$ cat src/sv/pvsc_pkg.sv
package pvsc_pkg;

  // Operating modes
  typedef enum logic [1:0] {
    MODE_HAND  = 2'd0,
    MODE_HYST  = 2'd1,
    MODE_LOOP  = 2'd2,
    MODE_SPARE = 2'd3
  } mode_e;

  // Item kinds
  typedef enum logic [2:0] {
    KIND_SAMPLE = 3'd0,
    KIND_PUMP   = 3'd1,
    KIND_VALVE  = 3'd2,
    KIND_RAMP   = 3'd3,
    KIND_TICK   = 3'd4
  } kind_e;

  // Shutdown causes, in priority order
  typedef enum logic [1:0] {
    CAUSE_NONE  = 2'd0,
    CAUSE_ESTOP = 2'd1,
    CAUSE_OVERI = 2'd2,
    CAUSE_OVERT = 2'd3
  } cause_e;

  // Configuration register indexes
  localparam int unsigned CfgIdxW = 3;
  localparam logic [CfgIdxW-1:0] CFG_MODE        = 3'd0;
  localparam logic [CfgIdxW-1:0] CFG_TARGET      = 3'd1;
  localparam logic [CfgIdxW-1:0] CFG_BAND        = 3'd2;
  localparam logic [CfgIdxW-1:0] CFG_CURRENT     = 3'd3;
  localparam logic [CfgIdxW-1:0] CFG_TEMPERATURE = 3'd4;
  localparam logic [CfgIdxW-1:0] CFG_FLOOR       = 3'd5;
  localparam logic [CfgIdxW-1:0] CFG_CEILING     = 3'd6;

  localparam int unsigned CfgDataW = 16;

  // Fixed constants of the control law
  localparam logic [7:0]  AUTO_DUTY   = 8'd200;
  localparam logic [15:0] MIN_STEP_MS = 16'd10;

  // Divider: 16-bit dividend, one quotient bit per cycle
  localparam int unsigned DivSteps = 16;
  localparam int unsigned DivCntW  = $clog2(DivSteps);

  typedef struct packed {
    logic [2:0]         kind;
    logic signed [15:0] pressure;
    logic [15:0]        current_ma;
    logic signed [15:0] temperature;
    logic               estop;
    logic               enable;
    logic [7:0]         duty;
    logic [15:0]        ramp_ms;
  } in_item_t;

  typedef struct packed {
    logic       pump_on;
    logic [7:0] pump_duty;
    logic       valve_on;
    logic       main_supply;
    logic       emergency_supply;
    logic [1:0] shutdown_cause;
    logic       pid_reset;
    logic       refused;
  } out_item_t;

  // Controller to datapath
  typedef struct packed {
    logic capture;
    logic div_start;
    logic div_step;
    logic commit;
  } dp_cmd_t;

  // Datapath to controller
  typedef struct packed {
    logic need_div;
    logic div_last;
  } dp_sts_t;

  typedef enum logic [1:0] {
    ST_IDLE   = 2'd0,
    ST_EVAL   = 2'd1,
    ST_DIV    = 2'd2,
    ST_COMMIT = 2'd3
  } state_e;

endpackage

$ cat src/sv/pvsc_if.sv
interface pvsc_in_if;
  logic               valid;
  logic               ready;
  pvsc_pkg::in_item_t data;
  modport source (output valid, output data, input ready);
  modport sink   (input valid, input data, output ready);
endinterface

interface pvsc_out_if;
  logic                valid;
  logic                ready;
  pvsc_pkg::out_item_t data;
  modport source (output valid, output data, input ready);
  modport sink   (input valid, input data, output ready);
endinterface

interface pvsc_cfg_if;
  logic                                valid;
  logic                                ready;
  logic [pvsc_pkg::CfgIdxW-1:0]        index;
  logic [pvsc_pkg::CfgDataW-1:0]       data;
  modport source (output valid, output index, output data, input ready);
  modport sink   (input valid, input index, input data, output ready);
endinterface

$ cat src/sv/pvsc_ctrl.sv
module pvsc_ctrl (
  input  logic              clk_i,
  input  logic              rst_ni,
  input  logic              in_valid_i,
  output logic              in_ready_o,
  output logic              out_valid_o,
  input  logic              out_ready_i,
  input  pvsc_pkg::dp_sts_t sts_i,
  output pvsc_pkg::dp_cmd_t cmd_o
);
  import pvsc_pkg::*;

  state_e state_q, state_d;
  logic   out_valid_q, out_valid_d;
  logic   slot_free;

  // Result slot can take a new transaction when empty or draining now
  assign slot_free = !out_valid_q || out_ready_i;

  // Next state
  always_comb begin
    state_d = state_q;
    unique case (state_q)
      ST_IDLE:   if (in_valid_i) state_d = ST_EVAL;
      ST_EVAL:   state_d = sts_i.need_div ? ST_DIV : ST_COMMIT;
      ST_DIV:    if (sts_i.div_last) state_d = ST_COMMIT;
      ST_COMMIT: if (slot_free) state_d = ST_IDLE;
      default:   state_d = ST_IDLE;
    endcase
  end

  // Outputs
  always_comb begin
    cmd_o      = '0;
    in_ready_o = 1'b0;
    unique case (state_q)
      ST_IDLE: begin
        in_ready_o  = 1'b1;
        cmd_o.capture = in_valid_i;
      end
      ST_EVAL:   cmd_o.div_start = sts_i.need_div;
      ST_DIV:    cmd_o.div_step  = 1'b1;
      ST_COMMIT: cmd_o.commit    = slot_free;
      default: ;
    endcase
  end

  // Result valid flag
  always_comb begin
    out_valid_d = out_valid_q;
    if (cmd_o.commit) begin
      out_valid_d = 1'b1;
    end else if (out_ready_i) begin
      out_valid_d = 1'b0;
    end
  end

  assign out_valid_o = out_valid_q;

  always_ff @(posedge clk_i or negedge rst_ni) begin
    if (!rst_ni) begin
      state_q     <= ST_IDLE;
      out_valid_q <= 1'b0;
    end else begin
      state_q     <= state_d;
      out_valid_q <= out_valid_d;
    end
  end

endmodule

$ cat src/sv/pvsc_dp.sv
module pvsc_dp (
  input  logic                            clk_i,
  input  logic                            rst_ni,
  input  pvsc_pkg::dp_cmd_t               cmd_i,
  output pvsc_pkg::dp_sts_t               sts_o,
  input  pvsc_pkg::in_item_t              item_i,
  input  logic                            cfg_write_i,
  input  logic [pvsc_pkg::CfgIdxW-1:0]    cfg_index_i,
  input  logic [pvsc_pkg::CfgDataW-1:0]   cfg_data_i,
  output pvsc_pkg::out_item_t             result_o
);
  import pvsc_pkg::*;

  // Configuration registers
  logic [1:0]         mode_q;
  logic signed [15:0] target_q;
  logic [14:0]        band_q;
  logic [15:0]        cur_trip_q;
  logic signed [15:0] temp_trip_q;
  logic [7:0]         floor_q;
  logic [7:0]         ceil_q;

  // Controller state
  logic        pump_q, pump_d;
  logic        valve_q, valve_d;
  logic [7:0]  duty_q, duty_d;
  logic        main_q, main_d;
  logic        emerg_q, emerg_d;
  logic        busy_q, busy_d;
  logic [7:0]  goal_q, goal_d;
  logic        rising_q, rising_d;
  logic [15:0] interval_q, interval_d;
  logic [15:0] ms_q, ms_d;

  // Item, divider and result registers
  in_item_t    item_q;
  logic [7:0]  rem_q;
  logic [15:0] quo_q;
  logic [DivCntW-1:0] cnt_q;
  out_item_t   result_q, result_d;

  function automatic logic [7:0] clamp_duty(input logic [7:0] d,
                                            input logic [7:0] lo,
                                            input logic [7:0] hi);
    logic [7:0] r;
    if (d < lo) begin
      r = lo;
    end else if (d > hi) begin
      r = hi;
    end else begin
      r = d;
    end
    return r;
  endfunction

  // Configuration writes
  always_ff @(posedge clk_i or negedge rst_ni) begin
    if (!rst_ni) begin
      mode_q      <= MODE_HAND;
      target_q    <= '0;
      band_q      <= '0;
      cur_trip_q  <= 16'hFFFF;
      temp_trip_q <= 16'sh7FFF;
      floor_q     <= '0;
      ceil_q      <= 8'hFF;
    end else if (cfg_write_i) begin
      unique case (cfg_index_i)
        CFG_MODE:        mode_q      <= cfg_data_i[1:0];
        CFG_TARGET:      target_q    <= cfg_data_i;
        CFG_BAND:        band_q      <= cfg_data_i[14:0];
        CFG_CURRENT:     cur_trip_q  <= cfg_data_i;
        CFG_TEMPERATURE: temp_trip_q <= cfg_data_i;
        CFG_FLOOR:       floor_q     <= cfg_data_i[7:0];
        CFG_CEILING:     ceil_q      <= cfg_data_i[7:0];
        default: ;
      endcase
    end
  end

  // Ramp goal and distance for a ramp transaction
  logic [7:0] rgoal;
  logic [7:0] rdiff;
  assign rgoal = clamp_duty(item_q.duty, floor_q, ceil_q);
  assign rdiff = (rgoal > duty_q) ? (rgoal - duty_q) : (duty_q - rgoal);

  assign sts_o.need_div = (item_q.kind == KIND_RAMP) && pump_q &&
                          (item_q.ramp_ms != '0) && (rdiff != '0);
  assign sts_o.div_last = (cnt_q == DivCntW'(DivSteps - 1));

  // Restoring divider: ramp_ms / rdiff, one quotient bit per cycle
  logic [8:0] trial;
  logic       fits;
  assign trial = {rem_q, quo_q[15]};
  assign fits  = (trial >= {1'b0, rdiff});

  always_ff @(posedge clk_i) begin
    if (cmd_i.capture) begin
      item_q <= item_i;
    end
    if (cmd_i.div_start) begin
      rem_q <= '0;
      quo_q <= item_q.ramp_ms;
      cnt_q <= '0;
    end else if (cmd_i.div_step) begin
      rem_q <= fits ? 8'(trial - {1'b0, rdiff}) : trial[7:0];
      quo_q <= {quo_q[14:0], fits};
      cnt_q <= cnt_q + 1'b1;
    end
    if (cmd_i.commit) begin
      result_q <= result_d;
    end
  end

  // Pressure band edges in 18-bit signed arithmetic
  logic signed [17:0] press_x;
  logic signed [17:0] band_hi;
  logic signed [17:0] band_lo;
  assign press_x = 18'(item_q.pressure);
  assign band_hi = 18'(target_q) + $signed({3'b000, band_q});
  assign band_lo = 18'(target_q) - $signed({3'b000, band_q});

  logic [15:0] iv;
  logic [15:0] ms_inc;
  logic [7:0]  step_duty;
  assign iv     = (quo_q < MIN_STEP_MS) ? MIN_STEP_MS : quo_q;
  assign ms_inc = ms_q + 16'd1;

  // Next state of the controller for the held transaction
  always_comb begin
    cause_e     cause;
    logic       pid;
    logic       refused;
    logic       on_req;
    logic [7:0] duty_req;
    logic       drive;

    pump_d     = pump_q;
    valve_d    = valve_q;
    duty_d     = duty_q;
    main_d     = main_q;
    emerg_d    = emerg_q;
    busy_d     = busy_q;
    goal_d     = goal_q;
    rising_d   = rising_q;
    interval_d = interval_q;
    ms_d       = ms_q;
    cause      = CAUSE_NONE;
    pid        = 1'b0;
    refused    = 1'b0;
    on_req     = 1'b0;
    duty_req   = '0;
    drive      = 1'b0;
    step_duty  = rising_q ? (duty_q + 8'd1) : (duty_q - 8'd1);

    unique case (item_q.kind)
      KIND_SAMPLE: begin
        if (item_q.estop) begin
          cause = CAUSE_ESTOP;
        end else if (item_q.current_ma > cur_trip_q) begin
          cause = CAUSE_OVERI;
        end else if (item_q.temperature > temp_trip_q) begin
          cause = CAUSE_OVERT;
        end
        if (cause != CAUSE_NONE) begin
          pump_d  = 1'b0;
          duty_d  = '0;
          main_d  = 1'b0;
          busy_d  = 1'b0;
          valve_d = 1'b0;
          emerg_d = 1'b1;
          pid     = (mode_q == MODE_LOOP);
        end else if (mode_q == MODE_HYST) begin
          if (press_x > band_hi) begin
            if (!pump_q) begin
              drive    = 1'b1;
              on_req   = 1'b1;
              duty_req = AUTO_DUTY;
            end
          end else if (press_x < band_lo) begin
            if (pump_q) begin
              drive = 1'b1;
            end
          end
        end
      end
      KIND_PUMP: begin
        drive    = 1'b1;
        on_req   = item_q.enable;
        duty_req = item_q.duty;
      end
      KIND_VALVE: begin
        if (item_q.enable && pump_q) begin
          refused = 1'b1;
        end else begin
          valve_d = item_q.enable;
        end
      end
      KIND_RAMP: begin
        if (!pump_q) begin
          refused = 1'b1;
        end else if ((item_q.ramp_ms == '0) || (rdiff == '0)) begin
          duty_d = rgoal;
          busy_d = 1'b0;
        end else begin
          interval_d = iv;
          goal_d     = rgoal;
          rising_d   = rgoal > duty_q;
          ms_d       = '0;
          duty_d     = (rgoal > duty_q) ? (duty_q + 8'd1) : (duty_q - 8'd1);
          busy_d     = (duty_d != rgoal);
        end
      end
      KIND_TICK: begin
        if (busy_q) begin
          ms_d = ms_inc;
          if (ms_inc >= interval_q) begin
            ms_d   = '0;
            duty_d = step_duty;
            busy_d = (step_duty != goal_q);
          end
        end
      end
      default: ;
    endcase

    // Pump drive with valve interlock
    if (drive) begin
      refused = on_req && valve_q;
      pump_d  = on_req && !valve_q;
      duty_d  = pump_d ? clamp_duty(duty_req, floor_q, ceil_q) : 8'd0;
      main_d  = pump_d;
      busy_d  = 1'b0;
    end

    result_d.pump_on          = pump_d;
    result_d.pump_duty        = duty_d;
    result_d.valve_on         = valve_d;
    result_d.main_supply      = main_d;
    result_d.emergency_supply = emerg_d;
    result_d.shutdown_cause   = cause;
    result_d.pid_reset        = pid;
    result_d.refused          = refused;
  end

  // State update on commit
  always_ff @(posedge clk_i or negedge rst_ni) begin
    if (!rst_ni) begin
      pump_q     <= 1'b0;
      valve_q    <= 1'b0;
      duty_q     <= '0;
      main_q     <= 1'b0;
      emerg_q    <= 1'b0;
      busy_q     <= 1'b0;
      goal_q     <= '0;
      rising_q   <= 1'b0;
      interval_q <= '0;
      ms_q       <= '0;
    end else if (cmd_i.commit) begin
      pump_q     <= pump_d;
      valve_q    <= valve_d;
      duty_q     <= duty_d;
      main_q     <= main_d;
      emerg_q    <= emerg_d;
      busy_q     <= busy_d;
      goal_q     <= goal_d;
      rising_q   <= rising_d;
      interval_q <= interval_d;
      ms_q       <= ms_d;
    end
  end

  assign result_o = result_q;

endmodule

$ cat src/sv/pump_valve_safety_controller_unit.sv
// Pump and valve safety controller.
// Channels: item_i takes one transaction per sensor sample, pump command,
// valve command, ramp command or millisecond tick; result_o returns exactly
// one result transaction per item with the pump, valve and supply state
// after that item. cfg_i writes the seven configuration registers by index
// and is always ready; write it only while no item is in flight.
// Sequence: an accepted item is captured, evaluated and then committed to
// the result register. A ramp command that actually starts a ramp first runs
// the serial interval divider (one quotient bit per cycle) before commit.
// Items do not overlap: a new item is taken only once the last is through;
// item_i reopens once the result sits in the output register.
// Stall: the result register holds its transaction until taken; an item
// finished while it is still full waits in the controller and item_i
// stays low until the slot drains.
// Reset (rst_ni low, async): all outputs off, emergency line released,
// registers back to their defaults, no result pending.
module pump_valve_safety_controller_unit (
  input logic        clk_i,
  input logic        rst_ni,
  pvsc_in_if.sink    item_i,
  pvsc_out_if.source result_o,
  pvsc_cfg_if.sink   cfg_i
);
  import pvsc_pkg::*;

  dp_cmd_t cmd;
  dp_sts_t sts;

  assign cfg_i.ready = 1'b1;

  pvsc_ctrl u_ctrl (
    .clk_i       (clk_i),
    .rst_ni      (rst_ni),
    .in_valid_i  (item_i.valid),
    .in_ready_o  (item_i.ready),
    .out_valid_o (result_o.valid),
    .out_ready_i (result_o.ready),
    .sts_i       (sts),
    .cmd_o       (cmd)
  );

  pvsc_dp u_dp (
    .clk_i       (clk_i),
    .rst_ni      (rst_ni),
    .cmd_i       (cmd),
    .sts_o       (sts),
    .item_i      (item_i.data),
    .cfg_write_i (cfg_i.valid),
    .cfg_index_i (cfg_i.index),
    .cfg_data_i  (cfg_i.data),
    .result_o    (result_o.data)
  );

endmodule

$ cat src/flat_wrapper.sv
// flat-port wrapper written by rule: the top's interface ports become plain ports
module pump_valve_safety_controller_unit_flat import pvsc_pkg::*;
  (clk_i, rst_ni, item_i_valid, item_i_data, item_i_ready, result_o_valid, result_o_data, result_o_ready, cfg_i_valid, cfg_i_index, cfg_i_data, cfg_i_ready);
  pvsc_in_if item_i_i ();
  pvsc_out_if result_o_i ();
  pvsc_cfg_if cfg_i_i ();
  input logic clk_i;
  input logic rst_ni;
  input wire logic [$bits(item_i_i.valid)-1:0] item_i_valid;
  input wire logic [$bits(item_i_i.data)-1:0] item_i_data;
  output wire logic [$bits(item_i_i.ready)-1:0] item_i_ready;
  output wire logic [$bits(result_o_i.valid)-1:0] result_o_valid;
  output wire logic [$bits(result_o_i.data)-1:0] result_o_data;
  input wire logic [$bits(result_o_i.ready)-1:0] result_o_ready;
  input wire logic [$bits(cfg_i_i.valid)-1:0] cfg_i_valid;
  input wire logic [$bits(cfg_i_i.index)-1:0] cfg_i_index;
  input wire logic [$bits(cfg_i_i.data)-1:0] cfg_i_data;
  output wire logic [$bits(cfg_i_i.ready)-1:0] cfg_i_ready;
  assign item_i_i.valid = item_i_valid;
  assign item_i_i.data = item_i_data;
  assign item_i_ready = item_i_i.ready;
  assign result_o_valid = result_o_i.valid;
  assign result_o_data = result_o_i.data;
  assign result_o_i.ready = result_o_ready;
  assign cfg_i_i.valid = cfg_i_valid;
  assign cfg_i_i.index = cfg_i_index;
  assign cfg_i_i.data = cfg_i_data;
  assign cfg_i_ready = cfg_i_i.ready;
  pump_valve_safety_controller_unit u_core (.clk_i(clk_i), .rst_ni(rst_ni), .item_i(item_i_i), .result_o(result_o_i), .cfg_i(cfg_i_i));
endmodule
$ cat config.mk
export PLATFORM = sky130hd
export DESIGN_NAME = pump_valve_safety_controller_unit_flat
export DESIGN_NICKNAME = d
export VERILOG_FILES = /design/src/sv/pvsc_pkg.sv /design/src/sv/pvsc_if.sv /design/src/sv/pvsc_ctrl.sv /design/src/sv/pvsc_dp.sv /design/src/sv/pump_valve_safety_controller_unit.sv /design/src/flat_wrapper.sv
export SDC_FILE = /design/constraint.sdc
export NUM_CORES = 1
export LEC_CHECK = 0
export ABC_AREA = 1
export BUFFER_PORTS_ARGS = -buffer_cell sky130_fd_sc_hd__buf_2
export CORE_UTILIZATION = 45
export DETAILED_ROUTE_END_ITERATION = 7
export PLACE_DENSITY = 0.62
export SLEW_MARGIN = 20
export SYNTH_ARGS = -nofsm -noshare
export SYNTH_HDL_FRONTEND = slang
export SYNTH_HIERARCHICAL = 1
export SYNTH_SLANG_ARGS = --single-unit
$ cat constraint.sdc
create_clock -name clk_i -period 7.6 [get_ports clk_i]
set_clock_uncertainty 0.1 [all_clocks]
set_input_delay 1.14 -clock clk_i [delete_from_list [all_inputs] [get_ports clk_i]]
set_output_delay 1.14 -clock clk_i [all_outputs]
set_load 0.01 [all_outputs]
======== Yosys cells after proc, flatten, opt, wreduce, memory -nomap -nowiden ========
Cells that the tools add are included.
word-level totals
  register bits after elaboration ......... 259
  word-level logic and storage cells ...... 197
  input port bits ......................... 101
  output and inout bits ................... 19
operators by class
  bitwise gates (word level) .............. 1
  add/subtract/negate cells ............... 9
  $lt $le $gt $ge ......................... 12
  equal/unequal tests ..................... 26
  reduce and logical (&&, ||, !) cells .... 34
  muxes and demuxes ....................... 77
operators by type and width
  kind                   number
  $mux 8                 19
  $mux 16                7
  $mux 1                 35
  $gt 16x16->1           2
  $pmux 16 s2            1
  $gt 8x8->1             3
  $pmux 8 s3             1
  $sub 8x8->8            3
  $add 16x16->17         1
  $gt 16x17->1           1
  $lt 16x17->1           1
  $sub 16x16->17         1
  $add 16x1->16 const B  1
  $ge 16x16->1           1
  $logic_not 16->1       1
  $lt 16x4->1 const B    1
  $lt 8x8->1             2
  $ne 8x8->1             2
  $pmux 8 s2             1
  $reduce_and 2->1       8
  $reduce_bool 16->1     1
  $mux 2                 7
  $eq 3x2->1 const B     4
  $eq 3x3->1 const B     4
  28 further kinds       51

======== Longest topological paths before layout ========
  word-level depth ........................ 13
  gate-level depth with buffers ........... 39
  depth with buffers taken out ............ 39

======== Hierarchy ========
The synthesis kept the hierarchy.
by module, submodules not included
  module                             times used  area an instance (um^2)  cells an instance  seq. area each (um^2)
  pvsc_dp                            1           15,985.3                 1,850              6,940.4
  pvsc_ctrl                          1           265.3                    38                 75.1
  pump_valve_safety_controller_unit  1           11.3                     2                  0.0

======== Least setup slack after synthesis ========
No wires, ideal clock.
  kind .................................... reg2reg
  from .................................... register u_core.u_dp.ceil_q[3]
  to ...................................... register u_core.u_dp.rem_q[4]
  required time ........................... 7.429 ns
  clock period less this slack ............ 5.520 ns
  slack ................................... 2.080 ns
  buffers on the path ..................... 2
  data arrival time ....................... 5.349 ns
  setup time .............................. 0.071 ns
  stages on the path, launching flop included .. 35
  path through ............................ dfstp_2 > inv_1 > ha_1 > a21oi_1 > o21ai_0 > nand2_1 > o211ai_1 > o21ai_1 > clkbuf_1 > o211ai_1 > o21ai_0 > inv_1 > ha_1 > fa_1 > nor2_1 > o21ai_1 > o211ai_2 > nand2_2 > buf_6 > nand2_1 > nand2_1 > xor2_2 > ha_1 > a21oi_1 > nand2_1 > a21oi_1 > nor2_1 > nor2_1 > o21ai_0 > and2_1 > nor2_1 > inv_1 > a21oi_1 > o21ai_0 > a21oi_1
between the ends
  word-level cells in the longest chain between the ends .. 8
  elaborated cells between the ends (all ways) .. 13
  those cells by class .................... add/sub: 3; order compare: 3; mux: 5; reduce/logical: 2
RTL lines
  what                                                 RTL line        RTL
  from (decl)                                          pvsc_dp.sv:21   logic [7:0] ceil_q;
  from (signal assigned)                               pvsc_dp.sv:74   CFG_CEILING: ceil_q <= cfg_data_i[7:0];
  $gt 8x8->1 (*)                                       pvsc_dp.sv:48   end else if (d > hi) begin
  $mux 8 (*)                                           pvsc_dp.sv:48
  $mux 8 (*)                                           pvsc_dp.sv:46   if (d < lo) begin
  via u_core.u_dp.rgoal[0]                             pvsc_dp.sv:81   logic [7:0] rgoal;
  $sub 8x8->8 or $gt 8x8->1 (tied branches)            pvsc_dp.sv:84   assign rdiff = (rgoal > duty_q) ? (rgoal - duty_q) : (duty_q - rgoal);
  $mux 8 (*)                                           pvsc_dp.sv:84
  branches (longest 3 deep; another with $sub 8x8->8)  -
  to (signal assigned)                                 pvsc_dp.sv:105  rem_q <= fits ? 8'(trial - {1'b0, rdiff}) : trial[7:0];
  to (decl)                                            pvsc_dp.sv:37   logic [7:0] rem_q;
Mark *: on every way through the listed nets, which the timed path passes.
A chain may end at the register's enable or synchronous reset.

======== Worst setup path after layout ========
Ends and elaborated chain as after synthesis.

==> impl_metrics.tcl <==
set metrics [dict create \
    status "finished, final reports clean" \
    period_minus_slack_ns 6.684 \
    setup_tns_ns 0 \
    drv_cap 0 \
    synth_cell_type_count 63 \
    die_area_um2 36900 \
    fin_nets 2280 \
    clkPwrFrac 0.195 \
    critPathLaunch "u_core/u_dp/ceil_q[3]" \
    rows 69 \
    fmax_mhz 149.6 \
    p_per_area_nw_per_um2 403.6 \
    numPortBuffers 118 \
    dp_hpwl_um 31060 \
    timing.critical_path.mode_cell "nand2_1" \
    slew_headroom 0.2490 \
    cp_slowest_stage_delay_ns 0.60 \
    combPwrFrac 0.512 \
    path_buf_inv 4 \
    p_leak_nw 8.711 \
    ir_drop_mv 0.3374 \
    start_util 0.4572 \
    postCtsHoldBufs 0 \
    gp_congestion 0.9232 \
    grt_pass1_wl_um 65820 \
    path_delay_family "compound AO/OA/AOI/OAI gates" \
    layout-drive-gt1-share 0.1253 \
    swShare 0.4393 \
    cp_slowest_cell "dfstp_2" \
    clockBufferDepth 3 \
    min_from "u_core/u_dp/emerg_q" \
    p_int_mw 4.143 \
    fin_util 0.5146 \
    tightest_slew_ns 1.122 \
    cts-root-buf "clkbuf_16" \
    grt_overflow 0 \
    vias 12900 \
    crit_path_start_kind "flip-flop" \
    drt_wl_total_um 40580 \
    track_usage 0.2268 \
    maxSlewViolCount 0 \
    synth.cell_area_um2 16260 \
    synth-async-reset-ratio 0.5328 \
    ys_warn_count 6 \
    dr.first_iter.drc_count 790 \
    ys.flop_type "edfxtp_1" \
    vias_per_cell 5.184 \
    power_frac_seq 0.293 \
    ys_ff_latch 259 \
    synthCells 1890 \
    critical_path.max_fanout 17 \
    antenna_found_initial 0 \
    cts_sinks 259 \
    setup_violations 0 \
    antenna_left 0 \
    routedWlPerCell_um 16.31 \
    synth_nets 2167 \
    critical_path_required_ns 7.99 \
    synth-edff-count 109 \
    min_path_type "reg2reg" \
    rr_startpoint "u_core/u_dp/ceil_q[3]" \
    dieHeight_um 192.1 \
    n_fill_cell 3433 \
    n_antenna_cell 0 \
    io_pins 120 \
    grt_max_degree 80 \
    post-route-drc-count 0 \
    cts_htree_levels 1 \
    critical_path_class "reg2reg" \
    cts_made_buffers 30 \
    end_kind "flip-flop" \
    seq_area_frac_synth 0.4314 \
    clk-insertion-delay-late_ns 0.56 \
    switchingPower_mw 3.246 \
    die_w_um 192.1 \
    cp.arrival_ns 7.07 \
    hold_violations 0 \
    core_area_um2 35570 \
    grt_setup_unrepaired "no" \
    area_growth_pct 12.56 \
    drtPass1Iterations 7 \
    cts_tree "yes" \
    clk_pin_slew_ns 0.06 \
    grt_pass1_vias 12580 \
    fin_crit_sh 0.8794 \
    avgSynthCellArea_um2 8.604 \
]
-- worst register-to-register path, delay by kind of cell, from the launching register on --
family	cells	cell delay, ns
adders and majority gates	4	1.34
buffers and inverters	4	0.74
and+or+nand+nor	12	1.69
AOI/OAI and AO/OA	13	1.97
DFF	1	0.60
xor gates and xnor gates	1	0.17
-- final timing paths --
kind / endpoint / slack, ns / depth (start not counted)
setup / recovery: u_core/u_dp/rem_q[4] / 0.92 / 34
hold / removal: u_core/u_dp/emerg_q / 0.37 / 2
setup reg to reg: u_core/u_dp/rem_q[4] / 0.92 / 34
hold reg to reg: u_core/u_dp/emerg_q / 0.37 / 2
max in group asynchronous: u_core/u_dp/mode_q[0] / 5.53 / 2
min in group asynchronous: u_core/u_dp/interval_q[2] / 0.56 / 1
-- cell type report --
cell class | instances | area (µm²) | share of cell area
flip-flops and latches | 259 | 7015 | 0.3833
clock buffers | 43 | 840.8 | 0.04593
well taps | 461 | 576.8 | 0.03151
clock inverters | 13 | 156.4 | 0.008544
inverters | 282 | 1070 | 0.05844
multi-input cells | 1305 | 7976 | 0.4357
repair buffers | 125 | 669.4 | 0.03657
-- routing by layer --
metal  GRT usage  share of wire  vias to the layer above
li1            -              -                     6541
met1      0.3089           0.46                     5987
met2      0.3771           0.46                      298
met3     0.03143          0.047                       71
met4     0.06027          0.025                        0
met5           0              0                        -
-- synth_stat cells, types with 2 or more instances --
cell type,instances,area [µm²]
clkinv_1,3,11.26
o22ai_2,9,112.6
dfxtp_1,12,240.2
a221oi_1,2,17.52
nand2_2,7,43.79
ha_1,171,2140
a2111oi_0,2,17.52
nand2_1,427,1603
nor2_1,78,292.8
a31oi_1,5,31.28
a21o_1,5,37.54
o21bai_1,17,127.6
o21a_1,4,30.03
o21ai_0,184,920.9
inv_1,275,1032
a21oi_1,91,455.4
o21ai_1,16,80.08
edfxtp_1,109,3273
buf_4,2,15.01
dfstp_2,39,1025
nand4_1,29,181.4
a211oi_1,7,52.55
nor4_1,9,56.30
or2_2,7,43.79
xor2_1,67,586.8
dfrtp_1,99,2477
buf_2,7,35.03
fa_1,5,100.1
inv_2,2,7.510
o21ai_2,2,17.52
o31ai_1,5,37.54
buf_6,2,22.52
nand2_4,2,22.52
nor3_1,27,135.1
o211ai_2,2,25.02
clkbuf_1,30,112.6
xnor2_1,6,52.55
o211ai_1,19,142.6
nand3_1,81,405.4
-- power by group through the flow --
stage	sequential, mW	clock, mW	combinational (mW)
after global routing	2.21	1.54	4.35
final	2.16	1.44	3.78
after detailed placement	2.19	0	3.75
after CTS	2.17	1.49	3.77
after floorplan	2.10	0	2.88
after global placement	2.18	0	3.71
-- flip-flops by register name, indices dropped and copies added, names as in the netlist, 2 cells and up --
register,count
u_core/u_dp/ms_q,16
u_core/u_dp/goal_q,8
u_core/u_dp/cnt_q,4
u_core/u_dp/band_q,15
u_core/u_dp/cur_trip_q,16
u_core/u_dp/temp_trip_q,16
u_core/u_dp/target_q,16
u_core/u_dp/item_q,77
u_core/u_dp/rem_q,8
u_core/u_dp/duty_q,8
u_core/u_dp/floor_q,8
u_core/u_ctrl/state_q,2
u_core/u_dp/mode_q,2
u_core/u_dp/quo_q,16
u_core/u_dp/ceil_q,8
u_core/u_dp/interval_q,16
u_core/u_dp/result_o,16
-- through the flow --
stage                     power (mW)  area, µm²  setup slack (ns)  std cells  hold WS (ns)
final                          7.389      18310            0.9165       2488        0.3665
after global placement         5.891      17280             1.019       2431        0.3420
after global routing           8.101      18310            0.3125       2488        0.3968
after floorplan                4.972      16260             2.080       1890        0.3274
after detailed placement       5.942      17280            0.8320       2431        0.3600
after CTS                      7.429      18270            0.7822       2487        0.3753
-- placed cells by master, fill, tap and decap left out, types with 9 or more instances in the layout --
cell,synthesis,final
nand3_1,81,81
edfxtp_1,109,109
dfstp_2,39,39
dfrtp_1,99,99
a21oi_1,91,90
nand4_1,29,29
clkbuf_16,0,31
o22ai_2,9,9
dfxtp_1,12,12
o21ai_1,16,15
o21ai_0,184,184
inv_1,275,274
o211ai_1,19,19
o21bai_1,17,17
buf_2,7,117
nor2_1,78,78
clkbuf_1,30,10
nor4_1,9,9
nand2_1,427,427
ha_1,171,171
nor3_1,27,27
xor2_1,67,67
-- what timing repair did --
| action | 4_1_cts | 5_1_grt |
|---|---|---|
| setup endpoints to repair | 0 | 2 |
| resized for setup | 0 | 1 |
| buffers inserted | 0 | 0 |
-- kinds of logic after synthesis --
logic type / share of synthesized area
flops: 0.4314
other cells: 0.0002306
compound gates: 0.1334
xor+xnor: 0.04032
simple gates: 0.1777
fa+ha+maj: 0.1377
mux: 0.0006156
buf+inv: 0.07856
Note: power is estimated with default switching activity, not from simulation.
